### config.mk
export PLATFORM = sky130hd
export DESIGN_NAME = nfc_frame_deframer_top
export DESIGN_NICKNAME = d
export VERILOG_FILES = /design/src/design/nfcd_pkg.sv /design/src/design/nfcd_parser.sv /design/src/design/nfc_frame_deframer_top.sv
export SDC_FILE = /design/constraint.sdc
export NUM_CORES = 1
export LEC_CHECK = 0
export BUFFER_PORTS_ARGS = -buffer_cell sky130_fd_sc_hd__buf_2
export CAP_MARGIN = 20
export CORE_ASPECT_RATIO = 0.5
export CORE_MARGIN = 5
export CORE_UTILIZATION = 45
export CTS_CLUSTER_DIAMETER = 50
export DETAILED_ROUTE_END_ITERATION = 8
export PLACE_DENSITY = 0.67
export SETUP_SLACK_MARGIN = 0.4
export SKIP_LAST_GASP = 1
export SLEW_MARGIN = 0
export SYNTH_ARGS = -nofsm -noshare
export SYNTH_HDL_FRONTEND = slang
export SYNTH_HIERARCHICAL = 1
export SYNTH_SLANG_ARGS = --single-unit
### constraint.sdc
create_clock -name clk -period 3.21 [get_ports clk]
set_input_delay 0.4815 -clock clk [delete_from_list [all_inputs] [get_ports clk]]
set_output_delay 0.4815 -clock clk [all_outputs]
set_load 0.01 [all_outputs]
### src/design/nfcd_pkg.sv
package nfcd_pkg;

    localparam logic [7:0] DIR_CODE_RESET = 8'hD5;
    localparam logic [7:0] HDR_ZERO       = 8'h00;
    localparam logic [7:0] HDR_START      = 8'hFF;
    localparam logic [7:0] POSTAMBLE      = 8'h00;

    typedef enum logic [3:0] {
        PH_HDR0 = 4'd0,
        PH_HDR1 = 4'd1,
        PH_HDR2 = 4'd2,
        PH_LEN  = 4'd3,
        PH_LCS  = 4'd4,
        PH_DIR  = 4'd5,
        PH_DATA = 4'd6,
        PH_POST = 4'd7,
        PH_DONE = 4'd8
    } phase_t;

    // One result from the parser, handed to the output stage.
    typedef struct packed {
        logic       valid;
        logic [7:0] out_byte;
        logic       is_status;
        logic       frame_ok;
        logic [7:0] frame_length;
    } result_t;

endpackage

### src/design/nfcd_parser.sv
module nfcd_parser (
    input  logic             clk,
    input  logic             rst_n,
    input  logic             accept,
    input  logic [7:0]       rx_byte,
    input  logic             end_of_buffer,
    input  logic [7:0]       direction_code,
    output nfcd_pkg::result_t res
);
    import nfcd_pkg::*;

    phase_t     phase_reg, phase_next;
    logic [7:0] length_reg, length_next;
    logic [7:0] count_reg, count_next;

    logic       chk_fail;
    logic       chk_ok;
    logic       fwd;
    logic [7:0] count_inc;

    assign count_inc = count_reg + 8'd1;

    // Per-phase checks on the current byte.
    always_comb
    begin
        chk_fail = 1'b0;
        chk_ok   = 1'b0;
        fwd      = 1'b0;
        unique case (phase_reg)
            PH_HDR0: chk_fail = (rx_byte != HDR_ZERO);
            PH_HDR1: chk_fail = (rx_byte != HDR_ZERO);
            PH_HDR2: chk_fail = (rx_byte != HDR_START);
            PH_LEN:  chk_fail = 1'b0;
            PH_LCS:  chk_fail = (rx_byte == 8'h00) || ((length_reg + rx_byte) != 8'h00);
            PH_DIR:  chk_fail = (rx_byte != direction_code);
            PH_DATA: fwd      = 1'b1;
            PH_POST:
            begin
                chk_ok   = (rx_byte == POSTAMBLE);
                chk_fail = (rx_byte != POSTAMBLE);
            end
            default: ;
        endcase
    end

    // Next state.
    always_comb
    begin
        phase_next  = phase_reg;
        length_next = length_reg;
        count_next  = count_reg;
        if (accept)
        begin
            if (end_of_buffer)
            begin
                phase_next  = PH_HDR0;
                length_next = 8'h00;
                count_next  = 8'h00;
            end
            else if (chk_ok || chk_fail)
            begin
                phase_next = PH_DONE;
            end
            else
            begin
                unique case (phase_reg)
                    PH_HDR0: phase_next = PH_HDR1;
                    PH_HDR1: phase_next = PH_HDR2;
                    PH_HDR2: phase_next = PH_LEN;
                    PH_LEN:
                    begin
                        length_next = rx_byte;
                        phase_next  = PH_LCS;
                    end
                    PH_LCS:  phase_next = PH_DIR;
                    PH_DIR:
                    begin
                        count_next = 8'h00;
                        phase_next = (length_reg == 8'h00) ? PH_POST : PH_DATA;
                    end
                    PH_DATA:
                    begin
                        count_next = count_inc;
                        if (count_inc == length_reg)
                            phase_next = PH_POST;
                    end
                    default: phase_next = phase_reg;
                endcase
            end
        end
    end

    // Result for the accepted byte.
    always_comb
    begin
        res = '0;
        if (accept && (phase_reg != PH_DONE))
        begin
            if (chk_ok)
            begin
                res.valid        = 1'b1;
                res.is_status    = 1'b1;
                res.frame_ok     = 1'b1;
                res.frame_length = length_reg;
            end
            else if (chk_fail || end_of_buffer)
            begin
                res.valid     = 1'b1;
                res.is_status = 1'b1;
            end
            else if (fwd)
            begin
                res.valid    = 1'b1;
                res.out_byte = rx_byte;
            end
        end
    end

    always_ff @(posedge clk or negedge rst_n)
    begin
        if (!rst_n)
        begin
            phase_reg  <= PH_HDR0;
            length_reg <= 8'h00;
            count_reg  <= 8'h00;
        end
        else
        begin
            phase_reg  <= phase_next;
            length_reg <= length_next;
            count_reg  <= count_next;
        end
    end

    a_eob_restart: assert property (@(posedge clk) disable iff (!rst_n)
        accept && end_of_buffer |=> phase_reg == PH_HDR0 && count_reg == 8'h00)
        else $error("parser did not restart after last byte");

    a_done_silent: assert property (@(posedge clk) disable iff (!rst_n)
        phase_reg == PH_DONE |-> !res.valid)
        else $error("result after frame status");

    a_count_bound: assert property (@(posedge clk) disable iff (!rst_n)
        phase_reg == PH_DATA |-> count_reg < length_reg)
        else $error("payload count ran past length");

endmodule

### src/design/nfc_frame_deframer_top.sv
// Channel  Dir  Handshake                Content
// s_*      in   s_tvalid/s_tready        tdata[7:0] rx_byte, tlast end_of_buffer
// m_*      out  m_tvalid/m_tready        tdata out_byte/frame_ok/frame_length,
//                                        tuser is_status
// cfg_*    in   cfg_valid/cfg_ready      cfg_data direction_code
//
// One byte per cycle while s_tready is high: each transfer is parsed in the
// cycle it is accepted and its result is written to the output register, or
// to skid if it stays full, at that edge; m_tvalid is high in the next cycle.
// A two-entry output (register plus skid) lets input flow while one result
// waits; s_tready drops only when both entries are full.
// Reset (async, active low) clears parser state, output valids and sets
// direction_code to 0xD5. cfg_ready is always high.
module nfc_frame_deframer_top (
    input  logic        clk,
    input  logic        rst_n,
    input  logic        s_tvalid,
    output logic        s_tready,
    input  logic [7:0]  s_tdata,   // [7:0] rx_byte
    input  logic        s_tlast,   // end_of_buffer
    output logic        m_tvalid,
    input  logic        m_tready,
    output logic [23:0] m_tdata,   // [7:0] out_byte, [8] frame_ok,
                                   // [16:9] frame_length, [23:17] zero
    output logic        m_tuser,   // is_status
    input  logic        cfg_valid,
    output logic        cfg_ready,
    input  logic [7:0]  cfg_data   // direction_code
);
    import nfcd_pkg::*;

    logic       cfg_write;
    logic [7:0] dir_reg;
    logic       s_accept;
    logic       m_pop;
    result_t    res;

    // Output register and skid entry.
    logic       out_valid_reg;
    result_t    out_reg;
    logic       skid_valid_reg;
    result_t    skid_reg;

    assign cfg_ready = 1'b1;
    assign cfg_write = cfg_valid & cfg_ready;

    always_ff @(posedge clk or negedge rst_n)
    begin
        if (!rst_n)
            dir_reg <= DIR_CODE_RESET;
        else if (cfg_write)
            dir_reg <= cfg_data;
    end

    assign s_tready = !skid_valid_reg;
    assign s_accept = s_tvalid & s_tready;
    assign m_pop    = out_valid_reg & m_tready;

    nfcd_parser u_parser (
        .clk            (clk),
        .rst_n          (rst_n),
        .accept         (s_accept),
        .rx_byte        (s_tdata),
        .end_of_buffer  (s_tlast),
        .direction_code (dir_reg),
        .res            (res)
    );

    always_ff @(posedge clk or negedge rst_n)
    begin
        if (!rst_n)
        begin
            out_valid_reg  <= 1'b0;
            skid_valid_reg <= 1'b0;
        end
        else
        begin
            if (skid_valid_reg)
            begin
                // No transfer accepted while skid is full.
                if (m_pop)
                begin
                    skid_valid_reg <= 1'b0;
                end
            end
            else if (res.valid)
            begin
                if (!out_valid_reg || m_pop)
                    out_valid_reg <= 1'b1;
                else
                    skid_valid_reg <= 1'b1;
            end
            else if (m_pop)
            begin
                out_valid_reg <= 1'b0;
            end
        end
    end

    // Payload, no reset.
    always_ff @(posedge clk)
    begin
        if (skid_valid_reg)
        begin
            if (m_pop)
                out_reg <= skid_reg;
        end
        else if (res.valid)
        begin
            if (!out_valid_reg || m_pop)
                out_reg <= res;
            else
                skid_reg <= res;
        end
    end

    assign m_tvalid = out_valid_reg;
    assign m_tdata  = {7'd0, out_reg.frame_length, out_reg.frame_ok, out_reg.out_byte};
    assign m_tuser  = out_reg.is_status;

    a_skid_implies_out: assert property (@(posedge clk) disable iff (!rst_n)
        skid_valid_reg |-> out_valid_reg)
        else $error("skid entry held with empty output register");

    a_skid_drains: assert property (@(posedge clk) disable iff (!rst_n)
        skid_valid_reg && m_tready |=> !skid_valid_reg && out_valid_reg)
        else $error("skid entry not moved to output");

    a_result_lands: assert property (@(posedge clk) disable iff (!rst_n)
        res.valid |=> out_valid_reg)
        else $error("result lost");

endmodule
==> summary.txt <==
Outcome
  • Outcome: completed

Route
  • Post-route DRC: 0
  • Vias: 2978
  • DR WL/cell: between 15 and 20 um
  • Drt first-iter violations: 383
  • Via density per instance: 5.79
  • Detailed Route WL: 9530 um
  • DR pass1 iterations: 5
  • Final antenna-violating net count: 0

Timing
  • Final period util: 0.891
  • Worst slew margin: 0.417
  • Hold WS: 0.205 ns
  • Slew Viols, Final: 0
  • Worst-Margin Slew: 0.868 ns
  • Minimum clock period: 2.86 ns
  • RSZ-0062 raised after global routing: true
  • TNS Setup: 0 ns
  • Setup violators final: 0
  • Fmax: 350 MHz
  • Hold violation count in the final report: 0
  • Worst clock skew: 0.00636 ns

Final layout
  • # fillers: between 600 and 700
  • NumNets Final: 428
  • Post-Layout Inst Area: 4610 um^2
  • Share of layout cells above drive strength 1: 0.316
  • Final non-filler cell total: 514
  • Area taken by multi-input logic gates: 1900 um^2
  • Diode count: 0
  • Area growth syn-to-layout: 18.9%
  • Max reg flops: 18
  • Register area: 1840 um^2

Placement
  • Post-Place Cells: a little under 500
  • Dpl hpwl: approximately 6900 um
  • Placer's final routability congestion estimate: 0.888
  • IO Port Bufs: just over 40
  • DP Area: approximately 4200 um^2

Pwr
  • PwrDens: 803 nW/um^2
  • Worst vdd ir: about 0.44 mV
  • P_leak: 1.85 nW
  • Power, Total: 3.70 mW

Synth
  • Synth Flop Type: edfxtp_1
  • Synth Area in Adders: 0.0310
  • Ys async rst share: 0.455
  • Mapped cell area: 3880 um^2
  • Largest family of logic cells by synthesized area: compound AO/OA/AOI/OAI gates
  • Simple-Gate Fraction of Synth Area: 0.148
  • #FFs+latches synth: 66
  • Part of the Yosys area used for sequential elements: 0.474
  • Ys Warns: 6
  • Mapped Cells: between 300 and 400
  • Post-synthesis mux area share: 0.0890
  • Unique masters post-synth: 66
  • Mean area per synthesized cell: around 11 um^2
  • Xor/xnor share of the synthesized area: 0.0406
  • Post-synthesis compound-gate area fraction: 0.164
  • EDFF count, synth: 36

Die
  • Placeable core region: between 8000 and 9000 um^2
  • Io pins: 50
  • Die area: 10700 um^2
  • DIE HEIGHT: about 76 um
  • Chip Width: 141 um
  • Initial Utilization: 0.473
  • # rows: 23

Worst hold path
  • HP Class: primary input to async pin

Clock tree
  • Worst-Skew Late Latency: 0.33 ns
  • Worst-path clk slew: 0.06 ns
  • Number of hold buffers added after cts: 0
  • CTS Buf Count: 9
  • Bufs on Longest Clock Path: 2
  • Clock Sinks: 66
  • TritonCTS clock tree: done
  • Max H-tree Level: 3
  • Root Driver: clkbuf_16

Worst setup path
  • CP max FO: 10
  • RR Endpoint: skid_reg[7]
  • FF-to-FF path depth: 11
  • Required @ worst endpoint: between 3 and 4 ns
  • RR Startpoint: u_parser/length_reg[0]
  • Reg2reg setup slack: 0.35 ns
  • Arr. time, crit path: approximately 3.0 ns
  • Setup CP Type: flip-flop to flip-flop
  • Worst setup SP type: flip-flop
  • Worst setup EP type: flip-flop

GRT
  • Vias in the first global route: 2936
  • Initial antenna violation count: 0
  • Largest net degree at the start of global routing: 31
  • Global route overflow: 0
  • First-pass GRT wire length: between 15000 and 20000 um
  • GR Util All Layers: 0.185

Run
  • Maxcap violations: 0
[what timing repair did]
item                       in CTS  in global routing
buffers inserted                4                  2
resized for setup               4                  0
pin swaps                       3                  4
setup endpoints to repair      36                 37
[critical path, cell delays in order (launching register included)]
cell and delay [ns]:
dfrtp_1 0.40, ha_2 0.20, fa_2 0.44, nor2_1 0.11
o311a_1 0.17, nand4_1 0.09, o31ai_1 0.20, nand2_1 0.14
o41ai_2 0.27, a31oi_2 0.19, and4bb_4 0.27, buf_12 0.14
[power breakdown]
part	switching, mW	total (mW)	leakage [nW]	internal [mW]
logic	0.797	1.44	1.00	0.646
clock network	0.383	0.990	0.146	0.607
registers	0.111	1.27	0.704	1.16
total	1.29	3.70	1.85	2.41
[synthesized netlist by cell type, types with 3 or more instances]
cell type  number  area, um^2
xnor2_1        11        96.3
clkbuf_1        9        33.8
o21ai_0         5        25.0
dfstp_2         5         131
nor3_1          5        25.0
mux2_2         12         135
nor4_1          6        37.5
o21ai_1         6        30.0
o31ai_1        12        90.1
buf_2           3        15.0
edfxtp_1       36        1080
xor2_1          7        61.3
nor2_1         17        63.8
ha_1            8         100
buf_4           8        60.1
nand2b_1        3        18.8
a31oi_1         4        25.0
a32oi_1         5        43.8
and2_1          9        56.3
a22oi_1         8        60.1
o21a_1          3        22.5
or3_1           3        18.8
nand4bb_1       4        45.0
mux2_4         14         210
nand2_1        29         109
dfrtp_1        25         626
a21oi_1        11        55.1
and3_1          9        56.3
nand3_1         6        30.0
buf_6           3        33.8
o2bb2ai_1       6        52.6
inv_1           8        30.0
[metrics by stage]
| stage | setup slack [ns] | utilization |
|---|---|---|
| 4_1_cts | 0.371 | 0.561 |
| 3_5_place_dp | 0.101 | 0.515 |
| 5_1_grt | 0.271 | 0.562 |
| 2_1_floorplan | 0.411 | - |
| 3_3_place_gp | 0.143 | 0.515 |
| 6_report | 0.351 | 0.562 |
[layout by cell type (no fill, tap or decap), types with 7 or more instances in the layout]
cell type  count
clkbuf_16      9
nand2_1       29
nor2_1        17
dfrtp_1       25
conb_1         8
buf_4         20
ha_1           7
and2_1         9
xnor2_1       11
xor2_1         7
mux2_4        14
edfxtp_1      36
mux2_2        12
and3_1         9
o31ai_1       12
a22oi_1        8
a21oi_1       11
buf_2         41
inv_1          8
[cells by family after synthesis]
kind of cell    Yosys count
buf+inv                  34
flops                    66
xor+xnor                 18
simple gates            102
mux                      26
other cells               2
fa+ha+maj                 9
compound gates           84
[cell type report]
class / instances / area share
multi-input combinational: 247 / 0.412
tap: 112 / 0.0304
timing repair buffer: 63 / 0.0857
clock buffer: 9 / 0.0488
clock inverter: 7 / 0.0168
sequential: 66 / 0.398
inverter: 10 / 0.00814
[worst max-delay path by stage]
stage,start,end,slack [ns],depth (start not counted)
detailed placement,s_tdata[1],m_tdata[4],0.10,10
floorplan,s_tdata[0],m_tdata[0],0.41,10
global placement,s_tdata[0],m_tdata[4],0.14,11
finish,u_parser/length_reg[0],skid_reg[7],0.35,11
CTS,u_parser/length_reg[0],skid_reg[5],0.37,11
global route,u_parser/length_reg[0],skid_reg[2],0.27,11
[per-layer routing]
layer | global-route usage | vias up | wire (um)
met2 | 0.297 | 127 | 4310
met4 | 0.0580 | 0 | 91
met5 | 0 | - | 0
met3 | 0.0464 | 9 | 750
met1 | 0.252 | 1453 | 4370
li1 | - | 1389 | -
No activity file was read; power rests on OpenSTA's default activity.
